<file path="src/hdl/fcs_pkg.sv">
// Package for the mod-255 Fletcher checksum block.
// Holds the item carried from the front end to the back end and shared constants.
// No dependencies.
package fcs_pkg;

    localparam logic [7:0] MOD_BASE = 8'd255;
    localparam int OFFSET_W = 12;

    // One classified octet as it travels through the queue.
    typedef struct packed {
        logic [7:0] octet;      // octet after checksum-field zeroing
        logic       last;       // final octet of the packet
        logic       gen;        // generate mode on this octet
        logic [7:0] len_diff;   // (len - offset - 1) mod 255, valid on last
        logic       overlong;   // packet ran past the length limit
    } fcs_item_t;

endpackage

</file>
<file path="src/hdl/iso_fletcher_checksum.sv">
// Top level of the mod-255 Fletcher checksum (check and generate modes).
// Instantiates fcs_front, fcs_fifo and fcs_back; uses fcs_pkg.
//
//  Channel   Direction  Contents
//  s_*       in         one packet octet per transaction, tlast on the final octet
//  m_*       out        one result per packet
//
// Octets are taken one per cycle while the queue is not full; after the last octet is
// accepted, the result passes the queue, sum stage and multiplier stage and then waits in
// the output register until m_tready is high.
// rst_n clears counters, sums, the queue and all valid flags asynchronously.
// A stalled output halts the back end; the queue then absorbs up to
// QUEUE_DEPTH octets before s_tready drops.
module iso_fletcher_checksum
    import fcs_pkg::*;
#(
    parameter int MAX_LEN     = 4096,
    parameter int QUEUE_DEPTH = 4
) (
    input  logic        clk,
    input  logic        rst_n,
    input  logic        s_tvalid,
    output logic        s_tready,
    input  logic [23:0] s_tdata,   // data_byte[7:0], csum_offset[19:8], zero pad
    input  logic        s_tlast,   // last_byte
    input  logic        s_tuser,   // req_type
    output logic        m_tvalid,
    input  logic        m_tready,
    output logic [39:0] m_tdata    // check_residue[15:0], check_error[16], x_byte[24:17],
                                   // y_byte[32:25], too_long[33], zero pad
);

    logic      push, pop, full, empty;
    fcs_item_t front_item, queue_item;

    fcs_front #(
        .MAX_LEN (MAX_LEN)
    ) u_front (
        .clk      (clk),
        .rst_n    (rst_n),
        .s_tvalid (s_tvalid),
        .s_tready (s_tready),
        .s_tdata  (s_tdata),
        .s_tlast  (s_tlast),
        .s_tuser  (s_tuser),
        .push     (push),
        .item     (front_item),
        .full     (full)
    );

    fcs_fifo #(
        .DEPTH (QUEUE_DEPTH)
    ) u_fifo (
        .clk   (clk),
        .rst_n (rst_n),
        .push  (push),
        .din   (front_item),
        .full  (full),
        .pop   (pop),
        .dout  (queue_item),
        .empty (empty)
    );

    fcs_back u_back (
        .clk      (clk),
        .rst_n    (rst_n),
        .item     (queue_item),
        .empty    (empty),
        .pop      (pop),
        .m_tvalid (m_tvalid),
        .m_tready (m_tready),
        .m_tdata  (m_tdata)
    );

endmodule

</file>
<file path="src/hdl/fcs_fifo.sv">
// Small register queue between the front end and the back end.
// Depends on fcs_pkg for the item type.
module fcs_fifo
    import fcs_pkg::*;
#(
    parameter int DEPTH = 4
) (
    input  logic      clk,
    input  logic      rst_n,
    input  logic      push,
    input  fcs_item_t din,
    output logic      full,
    input  logic      pop,
    output fcs_item_t dout,
    output logic      empty
);

    localparam int PTR_W = (DEPTH > 1) ? $clog2(DEPTH) : 1;
    localparam int CNT_W = $clog2(DEPTH + 1);

    fcs_item_t          mem_reg [DEPTH];
    logic [PTR_W-1:0]   wr_ptr_reg, wr_ptr_next;
    logic [PTR_W-1:0]   rd_ptr_reg, rd_ptr_next;
    logic [CNT_W-1:0]   count_reg, count_next;

    assign full  = (count_reg == CNT_W'(DEPTH));
    assign empty = (count_reg == '0);
    assign dout  = mem_reg[rd_ptr_reg];

    always_comb
    begin
        wr_ptr_next = wr_ptr_reg;
        rd_ptr_next = rd_ptr_reg;
        count_next  = count_reg;
        if (push)
        begin
            wr_ptr_next = (wr_ptr_reg == PTR_W'(DEPTH - 1)) ? '0 : wr_ptr_reg + PTR_W'(1);
        end
        if (pop)
        begin
            rd_ptr_next = (rd_ptr_reg == PTR_W'(DEPTH - 1)) ? '0 : rd_ptr_reg + PTR_W'(1);
        end
        if (push && !pop)
        begin
            count_next = count_reg + CNT_W'(1);
        end
        else if (pop && !push)
        begin
            count_next = count_reg - CNT_W'(1);
        end
    end

    always_ff @(posedge clk or negedge rst_n)
    begin
        if (!rst_n)
        begin
            wr_ptr_reg <= '0;
            rd_ptr_reg <= '0;
            count_reg  <= '0;
        end
        else
        begin
            wr_ptr_reg <= wr_ptr_next;
            rd_ptr_reg <= rd_ptr_next;
            count_reg  <= count_next;
        end
    end

    always_ff @(posedge clk)
    begin
        if (push)
        begin
            mem_reg[wr_ptr_reg] <= din;
        end
    end

endmodule

</file>
<file path="src/hdl/fcs_front.sv">
// Front end: counts octets, zeroes the checksum field in generate mode and
// works out the length term of the generate formula. Depends on fcs_pkg.
module fcs_front
    import fcs_pkg::*;
#(
    parameter int MAX_LEN = 4096
) (
    input  logic                clk,
    input  logic                rst_n,
    input  logic                s_tvalid,
    output logic                s_tready,
    input  logic [23:0]         s_tdata,   // data_byte[7:0], csum_offset[19:8], zero pad
    input  logic                s_tlast,
    input  logic                s_tuser,   // req_type
    output logic                push,
    output fcs_item_t           item,
    input  logic                full
);

    localparam int POS_W = $clog2(MAX_LEN + 1);
    localparam int CMP_W = (POS_W > OFFSET_W + 1) ? POS_W : OFFSET_W + 1;

    logic [POS_W-1:0]       pos_reg, pos_next;
    logic [7:0]             mod_reg, mod_next;
    logic                   ovl_reg, ovl_next;

    logic [7:0]             octet_in;
    logic [OFFSET_W-1:0]    offset;
    logic [CMP_W-1:0]       pos_ext, off_ext;
    logic                   in_field;
    logic                   saturated;
    logic [OFFSET_W:0]      off1;
    logic [8:0]             fold_sum;
    logic [7:0]             b_mod;
    logic [7:0]             a_mod;

    assign octet_in  = s_tdata[7:0];
    assign offset    = s_tdata[19:8];
    assign s_tready  = !full;
    assign push      = s_tvalid && !full;

    assign pos_ext   = CMP_W'(pos_reg);
    assign off_ext   = CMP_W'(offset);
    assign in_field  = s_tuser && !ovl_reg &&
                       ((pos_ext == off_ext) || (pos_ext == off_ext + CMP_W'(1)));
    assign saturated = (pos_reg >= POS_W'(MAX_LEN));

    // Offset plus one reduced mod 255: 256 is congruent to 1, so fold the high bits.
    assign off1      = {1'b0, offset} + (OFFSET_W + 1)'(1);
    assign fold_sum  = 9'(off1[OFFSET_W:8]) + {1'b0, off1[7:0]};
    assign b_mod     = (fold_sum >= 9'(MOD_BASE)) ? 8'(fold_sum - 9'(MOD_BASE))
                                                  : fold_sum[7:0];

    always_comb
    begin
        pos_next = pos_reg;
        mod_next = mod_reg;
        ovl_next = ovl_reg;
        if (saturated)
        begin
            ovl_next = 1'b1;
        end
        else
        begin
            pos_next = pos_reg + POS_W'(1);
            mod_next = (mod_reg == MOD_BASE - 8'd1) ? 8'd0 : mod_reg + 8'd1;
        end
    end

    assign a_mod = mod_next;

    always_comb
    begin
        item.octet    = in_field ? 8'd0 : octet_in;
        item.last     = s_tlast;
        item.gen      = s_tuser;
        item.len_diff = (a_mod >= b_mod) ? a_mod - b_mod : a_mod + (MOD_BASE - b_mod);
        item.overlong = ovl_next;
    end

    always_ff @(posedge clk or negedge rst_n)
    begin
        if (!rst_n)
        begin
            pos_reg <= '0;
            mod_reg <= '0;
            ovl_reg <= 1'b0;
        end
        else if (push)
        begin
            if (s_tlast)
            begin
                pos_reg <= '0;
                mod_reg <= '0;
                ovl_reg <= 1'b0;
            end
            else
            begin
                pos_reg <= pos_next;
                mod_reg <= mod_next;
                ovl_reg <= ovl_next;
            end
        end
    end

`ifndef SYNTHESIS
    a_pos_bound: assert property (@(posedge clk) disable iff (!rst_n)
        pos_reg <= POS_W'(MAX_LEN))
        else $error("octet count passed the length limit");
    a_mod_range: assert property (@(posedge clk) disable iff (!rst_n)
        mod_reg != MOD_BASE)
        else $error("length residue left the range 0..254");
    a_ovl_sat: assert property (@(posedge clk) disable iff (!rst_n)
        ovl_reg |-> (pos_reg == POS_W'(MAX_LEN)))
        else $error("overlong flag set without a saturated count");
`endif

endmodule

</file>
<file path="src/hdl/fcs_back.sv">
// Back end: accumulates both mod-255 sums and, on the last octet, forms the
// residue or the generated checksum pair in a short pipeline. Depends on fcs_pkg.
module fcs_back
    import fcs_pkg::*;
(
    input  logic        clk,
    input  logic        rst_n,
    input  fcs_item_t   item,
    input  logic        empty,
    output logic        pop,
    output logic        m_tvalid,
    input  logic        m_tready,
    output logic [39:0] m_tdata    // check_residue[15:0], check_error[16], x_byte[24:17],
                                   // y_byte[32:25], too_long[33], zero pad
);

    logic       ce;
    logic [8:0] add1, add2;
    logic [7:0] s1, s2;

    logic [7:0] sum_reg, sum_next;
    logic [7:0] sum2_reg, sum2_next;

    // Packet-end stage
    logic       b_valid_reg;
    logic [7:0] b_s1_reg, b_s2_reg, b_d_reg;
    logic       b_gen_reg, b_ovl_reg;

    // Product stage
    logic        c_valid_reg;
    logic [15:0] c_prod_reg;
    logic [7:0]  c_s1_reg, c_s2_reg;
    logic        c_gen_reg, c_ovl_reg;

    // Output register
    logic        out_valid_reg;
    logic [15:0] out_res_reg;
    logic        out_err_reg;
    logic [7:0]  out_x_reg, out_y_reg;
    logic        out_ovl_reg;

    logic [8:0]  pfold;
    logic [7:0]  pmod;
    logic [7:0]  x_val;
    logic [8:0]  t_sum;
    logic [7:0]  t_mod;
    logic [7:0]  y_val;
    logic [15:0] residue;

    assign ce  = !out_valid_reg || m_tready;
    assign pop = ce && !empty;

    assign add1 = {1'b0, sum_reg} + {1'b0, item.octet};
    assign s1   = (add1 >= 9'(MOD_BASE)) ? 8'(add1 - 9'(MOD_BASE)) : add1[7:0];
    assign add2 = {1'b0, sum2_reg} + {1'b0, s1};
    assign s2   = (add2 >= 9'(MOD_BASE)) ? 8'(add2 - 9'(MOD_BASE)) : add2[7:0];

    always_comb
    begin
        sum_next  = sum_reg;
        sum2_next = sum2_reg;
        if (pop)
        begin
            sum_next  = item.last ? 8'd0 : s1;
            sum2_next = item.last ? 8'd0 : s2;
        end
    end

    // Product reduced mod 255 by folding its high byte onto the low byte.
    assign pfold   = {1'b0, c_prod_reg[15:8]} + {1'b0, c_prod_reg[7:0]};
    assign pmod    = (pfold >= 9'(MOD_BASE)) ? 8'(pfold - 9'(MOD_BASE)) : pfold[7:0];
    assign x_val   = (pmod >= c_s2_reg) ? pmod - c_s2_reg : pmod + (MOD_BASE - c_s2_reg);
    assign t_sum   = {1'b0, x_val} + {1'b0, c_s1_reg};
    assign t_mod   = (t_sum >= 9'(MOD_BASE)) ? 8'(t_sum - 9'(MOD_BASE)) : t_sum[7:0];
    assign y_val   = (t_mod == 8'd0) ? 8'd0 : MOD_BASE - t_mod;
    assign residue = {c_s1_reg, c_s2_reg};

    always_ff @(posedge clk or negedge rst_n)
    begin
        if (!rst_n)
        begin
            sum_reg       <= '0;
            sum2_reg      <= '0;
            b_valid_reg   <= 1'b0;
            c_valid_reg   <= 1'b0;
            out_valid_reg <= 1'b0;
        end
        else
        begin
            sum_reg  <= sum_next;
            sum2_reg <= sum2_next;
            if (ce)
            begin
                b_valid_reg   <= pop && item.last;
                c_valid_reg   <= b_valid_reg;
                out_valid_reg <= c_valid_reg;
            end
        end
    end

    always_ff @(posedge clk)
    begin
        if (ce)
        begin
            b_s1_reg  <= s1;
            b_s2_reg  <= s2;
            b_d_reg   <= item.len_diff;
            b_gen_reg <= item.gen;
            b_ovl_reg <= item.overlong;

            c_prod_reg <= 16'(b_s1_reg) * 16'(b_d_reg);
            c_s1_reg   <= b_s1_reg;
            c_s2_reg   <= b_s2_reg;
            c_gen_reg  <= b_gen_reg;
            c_ovl_reg  <= b_ovl_reg;

            out_res_reg <= c_gen_reg ? 16'd0 : residue;
            out_err_reg <= !c_gen_reg && (residue != 16'd0);
            out_x_reg   <= c_gen_reg ? x_val : 8'd0;
            out_y_reg   <= c_gen_reg ? y_val : 8'd0;
            out_ovl_reg <= c_ovl_reg;
        end
    end

    assign m_tvalid = out_valid_reg;
    assign m_tdata  = {6'd0, out_ovl_reg, out_y_reg, out_x_reg, out_err_reg, out_res_reg};

`ifndef SYNTHESIS
    a_sum_range: assert property (@(posedge clk) disable iff (!rst_n)
        (sum_reg != MOD_BASE) && (sum2_reg != MOD_BASE))
        else $error("running sum left the range 0..254");
    a_xy_range: assert property (@(posedge clk) disable iff (!rst_n)
        out_valid_reg |-> (out_x_reg != MOD_BASE) && (out_y_reg != MOD_BASE))
        else $error("generated checksum octet equals 255");
    a_mode_excl: assert property (@(posedge clk) disable iff (!rst_n)
        (out_valid_reg && (out_res_reg != 16'd0))
            |-> (out_x_reg == 8'd0) && (out_y_reg == 8'd0))
        else $error("check and generate results both present");
    a_sum_clear: assert property (@(posedge clk) disable iff (!rst_n)
        (pop && item.last) |=> (sum_reg == 8'd0) && (sum2_reg == 8'd0))
        else $error("sums not cleared after the last octet");
`endif

endmodule

</file>
<file path="config.mk">
export PLATFORM = sky130hd
export DESIGN_NAME = iso_fletcher_checksum
export DESIGN_NICKNAME = d
export VERILOG_FILES = /design/src/hdl/fcs_pkg.sv /design/src/hdl/iso_fletcher_checksum.sv /design/src/hdl/fcs_fifo.sv /design/src/hdl/fcs_front.sv /design/src/hdl/fcs_back.sv
export SDC_FILE = /design/constraint.sdc
export NUM_CORES = 1
export LEC_CHECK = 0
export BUFFER_PORTS_ARGS = -buffer_cell sky130_fd_sc_hd__buf_2
export CAP_MARGIN = 20
export CORE_AREA = 8 8 189 191
export CTS_CLUSTER_SIZE = 20
export DETAILED_ROUTE_END_ITERATION = 10
export DIE_AREA = 0 0 197 199
export PLACE_DENSITY = 0.61
export REMOVE_ABC_BUFFERS = 1
export SLEW_MARGIN = 20
export SYNTH_ARGS = -nofsm -noshare
export SYNTH_HDL_FRONTEND = slang
export SYNTH_SLANG_ARGS = --single-unit
export TNS_END_PERCENT = 10
</file>
<file path="constraint.sdc">
create_clock -name clk -period 13.1 [get_ports clk]
set_input_delay 3.93 -clock clk [delete_from_list [all_inputs] [get_ports clk]]
set_output_delay 3.93 -clock clk [all_outputs]
set_load 0.1 [all_outputs]
</file>
==> results of run 1 <==
[routing by layer]
layer	vias to the layer above	wire length [microns]	global-route usage, %
met2	170	15500	29.1
met3	59	1040	2.17
li1	5179	-	-
met5	-	0	0
met4	0	749	4.68
met1	5044	14200	20.0
[cell families (layout without fill, tap and decap cells)]
| family | count (synthesis) | count (layout) | synth area share, % |
|---|---|---|---|
| simple gates | 442 | 442 | 15.6 |
| compound gates | 288 | 288 | 14.4 |
| fa+ha+maj | 155 | 155 | 15.1 |
| other cells | 1 | 6 | 0.0248 |
| buf+inv | 139 | 213 | 3.69 |
| mux | 37 | 37 | 4.08 |
| flops | 218 | 218 | 41.7 |
| xor+xnor | 92 | 92 | 5.38 |
[Yosys cell counts (all sizes together), types with 5 or more instances]
cell,count
or2,12
mux2,7
mux4,19
fa,46
dfrtp,48
xnor2,56
nand4,18
or3,17
a31oi,5
nand2,92
o31ai,8
a211o,9
nand3,39
a22o,12
o211ai,15
nor3,26
edfxtp,170
nand3b,5
a21o,25
o22ai,6
ha,109
o41ai,6
o21bai,10
xor2,36
nor2b,21
a41oi,5
a211oi,15
nor4,13
o21a,13
and2,65
mux2i,11
inv,100
o311a,6
and3,18
o21ai,51
buf,17
a21oi,52
clkbuf,22
a22oi,5
nor2,84
nand2b,11
[worst paths after layout]
check	from	end	slack (ps)	depth (start not counted)
min in group asynchronous	rst_n	u_fifo.wr_ptr_reg[0]	3500	2
worst max-delay path	s_tdata[8]	u_fifo.mem_reg[3][7]	3900	23
worst min register to register	u_back.b_s2_reg[4]	u_back.c_s2_reg[4]	420	0
worst min-delay path	u_back.b_s2_reg[4]	u_back.c_s2_reg[4]	420	0
max in group asynchronous	rst_n	u_fifo.rd_ptr_reg[0]	9140	2
worst max register to register	u_back.c_prod_reg[0]	u_back.out_y_reg[3]	5360	24
[final cells by class]
type	count	area (sq um)	share of cell area [%]
Multi-Input combinational cell	1020	8290	49.4
Sequential cell	218	6310	37.6
Clock buffer	29	661	3.94
Tap cell	448	561	3.34
Inverter	100	375	2.24
Timing Repair Buffer	67	350	2.09
Clock inverter	17	243	1.45
[worst max-delay path: stages]
cell	delay [ps]
buf_2	150
ha_1	270
and4_1	290
nand4_1	130
xnor2_1	170
ha_1	220
fa_1	400
a21o_1	190
a21oi_1	220
xnor2_1	250
nand3b_1	240
o21ai_0	160
a41oi_2	250
xnor2_1	220
ha_1	210
fa_1	250
a21bo_1	220
a311o_1	380
a221o_1	350
a21o_1	260
a211o_1	340
a211o_1	260
o211ai_1	160
[metrics by stage]
| step | setup WS, ps | cell area (sq um) | hold slack (ps) | utilization, % | cells |
|---|---|---|---|---|---|
| final | 3900 | 16800 | 417 | 51.1 | 1899 |
| after CTS | 3960 | 16800 | 418 | 51.1 | 1899 |
| after floorplan | 3920 | 15000 | 400 | - | 1338 |
| after global placement | 3460 | 15900 | 402 | 48.3 | 1853 |
| after global routing | 3440 | 16800 | 426 | 51.1 | 1899 |
| after detailed placement | 3410 | 15900 | 406 | 48.3 | 1853 |
==> summary.md, run 1 <==
| Metric | Value |
|---|---|
| Core area | `0.0329 sq mm` |
| Clock slew at reported path FFs | `60 ps` |
| EDFF count, synth | `170` |
| Placer congestion estimate | `0.886` |
| Fin nets | `1,617` |
| CTS tree | `built` |
| Post-layout min period | `9200 ps` |
| # DRC | `0` |
| Largest net degree at the start of global routing | `73` |
| Worst Skew | `15.9 ps` |
| FILL cells | `2,976` |
| Max-Cap Viols | `0` |
| Clock sink total | `218` |
| Leading area contributor after synthesis | `edfxtp_1` |
| Most frequent cells in the layout | `170 x edfxtp_1, 109 x ha_1, 98 x inv_1` |
| Vias in the first global route | `10,610` |
| Post-CTS resize count | `0` |
| Cts bufs inserted | `25` |
| Commonest non-fill, non-tap cell in the layout | `edfxtp_1` |
| TNS Setup | `0 ps` |
| FP Rows | `67` |
| Max reg flops | `76` |
| Worst-Margin Slew | `994 ps` |
| Routed len/inst | `16.6 microns` |
| Final setup fails | `0` |
| Achievable Freq | `109 MHz` |
| Kind of critical path | `in -> reg` |
| IO Count | `72` |
| Clk root buf | `clkbuf_16` |
| Via Count | `10,452` |
| Fin crit share | `70.2%` |
| Routed vias/inst | `5.50` |
| Top-area cell type share of the netlist area | `33.8%` |
| Startpoint Class | `primary input` |
| Die W | `197 microns` |
| Area contributors post-synth | `edfxtp_1 34%, ha_1 9.0%, dfrtp_1 7.9%, fa_1 6.1%, xnor2_1 3.2%` |
| Status | `finished, final reports clean` |
| Synth Register Bits | `218` |
| First-pass GRT wire length | `52.5 mm` |
| Yosys warning count | `0` |
| Seq/Total Area, Yosys | `41.7%` |
| Worst min-delay path category | `reg -> reg` |
| IO buf count | `61` |
| Crit path arrival time | `9530 ps` |
| Clock Tree Buf Depth | `3` |
| Post-Syn Area | `0.0151 sq mm` |
| Layout cell share with drive strength beyond 1 | `13.0%` |
| Antenna Cells | `0` |
| Antenna Violating Nets Remaining | `0` |
| Critical Path Fanout Max | `6` |
| H-tree levels | `1` |
| Relative slew slack | `33.7%` |
| Crit. End Element | `flip-flop` |
| Detail Placement HPWL | `23.8 mm` |
| Unrepaired setup endpoints after global routing | `false` |
| Die Area | `0.0392 sq mm` |
| Initial antenna violation count | `0` |
| Primary FF master, synth | `edfxtp_1` |
| Pre-antenna DRT Iters | `5` |
| Overflow after GRT | `0` |
| Async set-reset flop share out of synthesis | `22.0%` |
| Synth cell types | `94` |
| Area Growth Syn to Fin | `11.1%` |
| Setup Fix Bufs, Post-CTS | `0` |
| Fin. Hold Viols | `0` |
| Cts hold-fix bufs | `0` |
| Die H | `199 microns` |
| Tot GR Track Use | `16.2%` |
| Final Max Tran Viols | `0` |
| Initial DRC count | `413` |
| Detailed-route wire length | `31.5 mm` |
| Initial core utilization | `46.0%` |
| Avg Cell Area, Syn | `11.0 sq um` |
| CP required | `13,430 ps` |
| Syn Inst Count | `1,372` |
| Worst-skew pair later-pin latency | `550 ps` |
Power of run 1 is not shown: default switching activity piles up to over one toggle a cycle in this logic, so the estimate is an artifact.
==> inputs of run 2 (changes only) <==
--- a/config.mk
+++ b/config.mk
@@ -11,7 +11,7 @@
 export CTS_CLUSTER_SIZE = 20
 export DETAILED_ROUTE_END_ITERATION = 10
 export DIE_AREA = 0 0 197 199
-export PLACE_DENSITY = 0.61
+export PLACE_DENSITY = 0.63
 export REMOVE_ABC_BUFFERS = 1
 export SLEW_MARGIN = 20
 export SYNTH_ARGS = -nofsm -noshare
==> constraint.sdc (replaced) <==
create_clock -name clk -period 8.2 [get_ports clk]
set_input_delay 2.46 -clock clk [delete_from_list [all_inputs] [get_ports clk]]
set_output_delay 2.46 -clock clk [all_outputs]
set_load 0.1 [all_outputs]
==> run 2 against run 1 <==
Net effect:
- wire length is 0.70% higher
- via count increased by 0.82%
- flip-flop and latch count did not move
- sequential share of layout area barely moved
- first-iteration DRC count up 46%
- final area hardly changed
- critical path depth is the same
- count of clock-buffer cells in the layout grew 5
==> summary.md, run 2 (synthesis gave the netlist of run 1 again) <==
| Metric | Value |
|---|---|
| Status | `finished, final reports clean` |
| Fin nets | `1,625 (+0.49%)` |
| FILL cells | `2,983 (+0.24%)` |
| Tot GR Track Use | `16.3% (+0.16 points)` |
| Overflow after GRT | `0 (unchanged)` |
| Worst Skew | `21.1 ps (+5.23 ps)` |
| Met1 wire length | `14.1 mm (-0.58%)` |
| Metal2 WL | `15.7 mm (+0.95%)` |
| Worst min-delay path category | `reg -> reg` |
| Worst-skew pair later-pin latency | `540 ps (about the same)` |
| Critical Path Fanout Max | `6 (unchanged)` |
| Layout cell share with drive strength beyond 1 | `13.4% (+0.40 points)` |
| Clock sink total | `218 (unchanged)` |
| Metal3 WL | `1.23 mm (+18%)` |
| CP required | `8510 ps (-4920 ps)` |
| Die W | `197 microns (unchanged)` |
| FP Rows | `67 (unchanged)` |
| Cts bufs inserted | `26 (+4.0%)` |
| Clk root buf | `clkbuf_16` |
| Critical path launch point | `s_tdata[8]` |
| H-tree levels | `1 (unchanged)` |
| CTS tree | `built` |
| Routed len/inst | `16.6 microns (+0.22%)` |
| Most frequent cells in the layout | `170 x edfxtp_1, 109 x ha_1, 98 x inv_1` |
| Antenna Violating Nets Remaining | `0 (unchanged)` |
| Via Count | `10,538 (+0.82%)` |
| Setup ws final | `550 ps (-3350 ps)` |
| Worst-Margin Slew | `1010 ps (+15.1 ps)` |
| Detailed-route wire length | `31.7 mm (+0.70%)` |
| Commonest non-fill, non-tap cell in the layout | `edfxtp_1` |
| Final core utilization | `51.1% (about the same)` |
| Relative slew slack | `32.7% (-1.0 points)` |
| Final setup fails | `0 (unchanged)` |
| Place WS | `-26.2 ps (-3430 ps)` |
| Max reg flops | `76 (unchanged)` |
| Largest stage delay on the critical path | `400 ps (about the same)` |
| IO Count | `72 (unchanged)` |
| # DRC | `0 (unchanged)` |
| Crit path arrival time | `7960 ps (-1570 ps)` |
| Initial antenna violation count | `0 (unchanged)` |
| Die H | `199 microns (unchanged)` |
| Startpoint Class | `primary input` |
| Post-layout min period | `7650 ps` |
| Largest net degree at the start of global routing | `75 (+2.7%)` |
| Unrepaired setup endpoints after global routing | `false` |
| Critical Path, Cell by Cell | `buf_2 -> ha_1 -> and4_1 -> nand4_1 -> xnor2_1 -> ha_1 -> fa_1 -> a21o_1 -> a21oi_1 -> xnor2_1 -> inv_1 -> o21ai_0 -> a41oi_2 -> xnor2_1 -> ha_1 -> fa_1 -> a21bo_1 -> a311o_1 -> a221o_1 -> a21o_1 -> a211o_1 -> a211o_1 -> o211ai_1` |
| Detail Placement HPWL | `23.9 mm (+0.33%)` |
| Worst r2r src | `u_back.c_prod_reg[0]` |
| TNS Setup | `0 ps (unchanged)` |
| R2R Setup Slk | `580 ps (-4780 ps)` |
| Routed vias/inst | `5.52 (+0.35%)` |
| Min Hold Slack | `401 ps (-16.4 ps)` |
| Vias in the first global route | `10,712 (+0.96%)` |
| Placer congestion estimate | `0.857 (-3.3%)` |
| IO buf count | `61 (unchanged)` |
| Core area | `0.0329 sq mm (unchanged)` |
| Kind of critical path | `in -> reg` |
| Fin. Hold Viols | `0 (unchanged)` |
| WP buf/inv | `2 (+1)` |
| Achievable Freq | `131 MHz` |
| Initial core utilization | `46.0% (unchanged)` |
| Hold path depth | `0 (unchanged)` |
| Worst reg2reg path endpoint | `u_back.out_y_reg[3]` |
| Fin crit share | `93.3%` |
| Pre-antenna DRT Iters | `5 (unchanged)` |
| Critical path destination | `u_fifo.mem_reg[0][7]` |
| Initial DRC count | `602 (+46%)` |
| Cell family with most CP delay | `compound AO/OA/AOI/OAI gates` |
| Critical-path top delay cell | `fa_1` |
| Top sig layer | `met4` |
| Crit. End Element | `flip-flop` |
| Area Growth Syn to Fin | `11.0% (about the same)` |
| Area of the multi-input gates | `0.00832 sq mm (+0.41%)` |
| Antenna Cells | `0 (unchanged)` |
| CP Depth | `23 (unchanged)` |
| Max-Cap Viols | `0 (unchanged)` |
| Seq. cell area | `0.00631 sq mm (unchanged)` |
| R2r worst-path depth | `24 (unchanged)` |
| Final Max Tran Viols | `0 (unchanged)` |
| Clock slew at reported path FFs | `70 ps (about the same)` |
| First-pass GRT wire length | `53.1 mm (+1.2%)` |
| Die Area | `0.0392 sq mm (unchanged)` |
| Clock Tree Buf Depth | `3 (unchanged)` |
## run 2: cell types whose count changed in the layout (fill, tap and decap cells not counted), moves of 2 or more
cell        change
clkinv_1        +3
bufinv_16       -5
clkbuf_1        +3
clkbuf_16       +2
buf_4           +7
clkinvlp_4      +3
clkinv_2        -2
## run 2: metrics by stage
stage,cells,cell area (sq um)
4_1_cts,1907,16700
2_1_floorplan,1338,15000
5_1_grt,1908,16800
6_report,1908,16800
3_5_place_dp,1859,15900
3_3_place_gp,1859,15900
## run 2: layer usage
| metal | track usage (%) | vias up |
|---|---|---|
| met4 | 4.10 | 0 |
| met1 | 20.4 | 5082 |
| met5 | 0 | - |
| met2 | 29.2 | 210 |
| met3 | 2.54 | 55 |
| li1 | - | 5191 |
## run 2: how the worst min path moves through the flow
stage / start / endpoint / slack (ps)
global route: u_back.c_ovl_reg / u_back.out_ovl_reg / 410
floorplan: u_back.b_gen_reg / u_back.c_gen_reg / 400
global placement: u_back.b_s2_reg[4] / u_back.c_s2_reg[4] / 400
detailed placement: u_back.b_s2_reg[5] / u_back.c_s2_reg[5] / 410
finish: u_back.c_ovl_reg / u_back.out_ovl_reg / 400
CTS: u_back.c_ovl_reg / u_back.out_ovl_reg / 410
## run 2: repair_timing
action,CTS,global route
endpoints found under the setup margin,0,20
hold buffers,0,0
buffers inserted,0,1
resized for setup,0,5
## run 2: cell type report
cell class	count	area share [%]
clock buffer	34	4.30
timing repair buffer	74	2.40
inverter	100	2.24
clock inverter	14	0.537
sequential	218	37.6
tap	448	3.34
multi-input combinational	1020	49.6
Power of run 2 is left out for the same reason.
==> inputs of run 3 (changes only) <==
--- a/config.mk
+++ b/config.mk
@@ -5,7 +5,7 @@
 export SDC_FILE = /design/constraint.sdc
 export NUM_CORES = 1
 export LEC_CHECK = 0
-export BUFFER_PORTS_ARGS = -buffer_cell sky130_fd_sc_hd__buf_2
+export BUFFER_PORTS_ARGS = -buffer_cell sky130_fd_sc_hd__buf_4
 export CAP_MARGIN = 20
 export CORE_AREA = 8 8 189 191
 export CTS_CLUSTER_SIZE = 20
==> run 3 against run 2 <==
Net effect:
- sequential share of layout area shrank 0.15 points
- clock skew shrank 8.5 ps
- flip-flop and latch count is the same
- critical endpoint is now u_back.out_y_reg[4]
- first-iteration DRC count shrank 13%
- cell count shrank 0.21%
- highest routed layer unchanged
- hold slack gained 8.7 ps
- core utilization grew 0.20 points
- worst setup slack gained 15 ps
- die area is the same
- final area grew 0.40%
==> summary.md, run 3 (synthesis gave the netlist of run 1 again) <==
| Metric | Value |
|---|---|
| Status | `finished, final reports clean` |
| Metal3 WL | `1.08 mm (-13%)` |
| Vias in the first global route | `10,606 (-0.99%)` |
| Antenna Violating Nets Remaining | `0 (unchanged)` |
| Final Max Tran Viols | `0 (unchanged)` |
| Tot GR Track Use | `16.1% (-0.25 points)` |
| Worst min-delay path category | `reg -> reg` |
| Hold Path Origin | `u_back.b_s2_reg[3]` |
| Startpoint Class | `flip-flop` |
| Die H | `199 microns (unchanged)` |
| Unrepaired setup endpoints after global routing | `false` |
| IO Count | `72 (unchanged)` |
| Worst-skew pair later-pin latency | `520 ps (-20 ps)` |
| Post-layout min period | `7630 ps (-15.3 ps)` |
| Fin crit share | `93.1% (-0.19 points)` |
| Clock Tree Buf Depth | `3 (unchanged)` |
| Cts bufs inserted | `25 (-3.8%)` |
| Die Area | `0.0392 sq mm (unchanged)` |
| Core area | `0.0329 sq mm (unchanged)` |
| Fin nets | `1,622 (-0.18%)` |
| Hold path depth | `0 (unchanged)` |
| Clock sink total | `218 (unchanged)` |
| Worst-Margin Slew | `1040 ps (+25.8 ps)` |
| R2r worst-path depth | `24 (unchanged)` |
| Fin. Hold Viols | `0 (unchanged)` |
| # DRC | `0 (unchanged)` |
| TNS Setup | `0 ps (unchanged)` |
| Clk root buf | `clkbuf_16` |
| IO buf count | `61 (unchanged)` |
| Met1 wire length | `14.0 mm (-0.43%)` |
| Overflow after GRT | `0 (unchanged)` |
| Via Count | `10,513 (-0.24%)` |
| Layout cell share with drive strength beyond 1 | `12.9% (-0.44 points)` |
| Max-Cap Viols | `0 (unchanged)` |
| Commonest non-fill, non-tap cell in the layout | `edfxtp_1` |
| Most frequent cells in the layout | `170 x edfxtp_1, 109 x ha_1, 98 x inv_1` |
| Crit. End Element | `flip-flop` |
| Routed vias/inst | `5.52 (about the same)` |
| Pre-antenna DRT Iters | `5 (unchanged)` |
| Relative slew slack | `31.0% (-1.7 points)` |
| CP required | `8440 ps (-70 ps)` |
| Initial core utilization | `46.0% (unchanged)` |
| Initial DRC count | `521 (-13%)` |
| H-tree levels | `1 (unchanged)` |
| FP Rows | `67 (unchanged)` |
| Metal2 WL | `15.7 mm (+0.30%)` |
| Routed len/inst | `16.6 microns (-0.31%)` |
| Worst reg2reg path endpoint | `u_back.out_y_reg[4]` |
| Placer congestion estimate | `0.911 (+6.2%)` |
| Clock slew at reported path FFs | `60 ps (about the same)` |
| Worst r2r src | `u_back.c_prod_reg[0]` |
| R2R Setup Slk | `570 ps (about the same)` |
| Kind of critical path | `reg -> reg` |
| Worst Skew | `12.6 ps (-8.54 ps)` |
| Achievable Freq | `131 MHz (+0.20%)` |
| Initial antenna violation count | `0 (unchanged)` |
| Crit path arrival time | `7870 ps (-90 ps)` |
| CTS tree | `built` |
| Antenna Cells | `0 (unchanged)` |
| Area Growth Syn to Fin | `11.5%` |
| Worst Hold Endpoint | `u_back.c_s2_reg[3]` |
| Largest net degree at the start of global routing | `76 (+1.3%)` |
| Max reg flops | `76 (unchanged)` |
| Detailed-route wire length | `31.6 mm (-0.52%)` |
| Detail Placement HPWL | `24.0 mm (+0.74%)` |
| Critical Path Fanout Max | `8 (+2)` |
| Cts hold-fix bufs | `0 (unchanged)` |
| Final setup fails | `0 (unchanged)` |
| Top sig layer | `met4` |
| Die W | `197 microns (unchanged)` |
| First-pass GRT wire length | `52.4 mm (-1.4%)` |
==> run 3: cell types whose count changed in the layout (fill, tap and decap cells not counted), moves of 2 or more <==
cell	change
buf_2	-61
buf_4	+59
clkbuf_16	-2
clkinvlp_4	-2
==> run 3: routing by layer <==
metal,up-vias,track usage (%)
met5,-,0
met4,0,4.35
met3,54,2.15
met2,191,28.9
met1,5071,20.1
li1,5197,-
==> run 3: final cells by class <==
type                    instances  area (sq um)
clock buffers                  34           689
clock inverters                12          77.6
well taps                     448           561
repair buffers                 72           541
flip-flops and latches        218          6310
multi-input cells            1020          8300
inverters                     100           375
fillers                      2959         16000
==> run 3: repair_timing <==
item | 4_1_cts | 5_1_grt
setup buffers | 0 | 2
endpoints found under the hold margin | 0 | 0
gates resized for setup | 0 | 1
endpoints found under the setup margin | 0 | 8
==> run 3: stage by stage <==
step / setup slack (ps) / cell area, sq um / hold slack, ps / util, % / cells
2_1_floorplan: 489 / 15000 / 400 / - / 1338
3_3_place_gp: 202 / 16100 / 401 / 48.9 / 1856
3_5_place_dp: 107 / 16100 / 406 / 48.9 / 1856
4_1_cts: 380 / 16800 / 411 / 51.2 / 1902
5_1_grt: 45.4 / 16800 / 419 / 51.3 / 1904
6_report: 565 / 16800 / 410 / 51.3 / 1904
==> run 3: how the worst max path moves through the flow <==
stage / from / end / slack (ps)
2_1_floorplan: m_tready / u_fifo.count_reg[1] / 490
5_1_grt: u_back.c_prod_reg[0] / u_back.out_y_reg[3] / 50
3_3_place_gp: s_tdata[8] / u_fifo.mem_reg[0][8] / 200
6_report: u_back.c_prod_reg[0] / u_back.out_y_reg[4] / 570
3_5_place_dp: s_tdata[8] / u_fifo.mem_reg[1][8] / 110
4_1_cts: u_back.c_prod_reg[0] / u_back.out_y_reg[3] / 380
==> run 3: worst max-delay path, cell delays in order, from the launching register on <==
cell and delay [ps]:
edfxtp_1 370, ha_1 260, fa_1 420, a21oi_1 260, o211ai_1 170, a221oi_1 500, nand2_1 170, o41ai_4 460
nand4b_1 180, xnor2_1 230, ha_1 310, a21o_1 180, and2_1 180, o41ai_1 570, nand2_1 230, mux2i_1 230
xor2_1 250, ha_1 340, o21ai_1 170, o211a_1 260, a2111oi_4 650, nor3b_1 150, o31a_1 300, a32oi_4 340
a22oi_1 170
Power of run 3 is left out for the same reason.
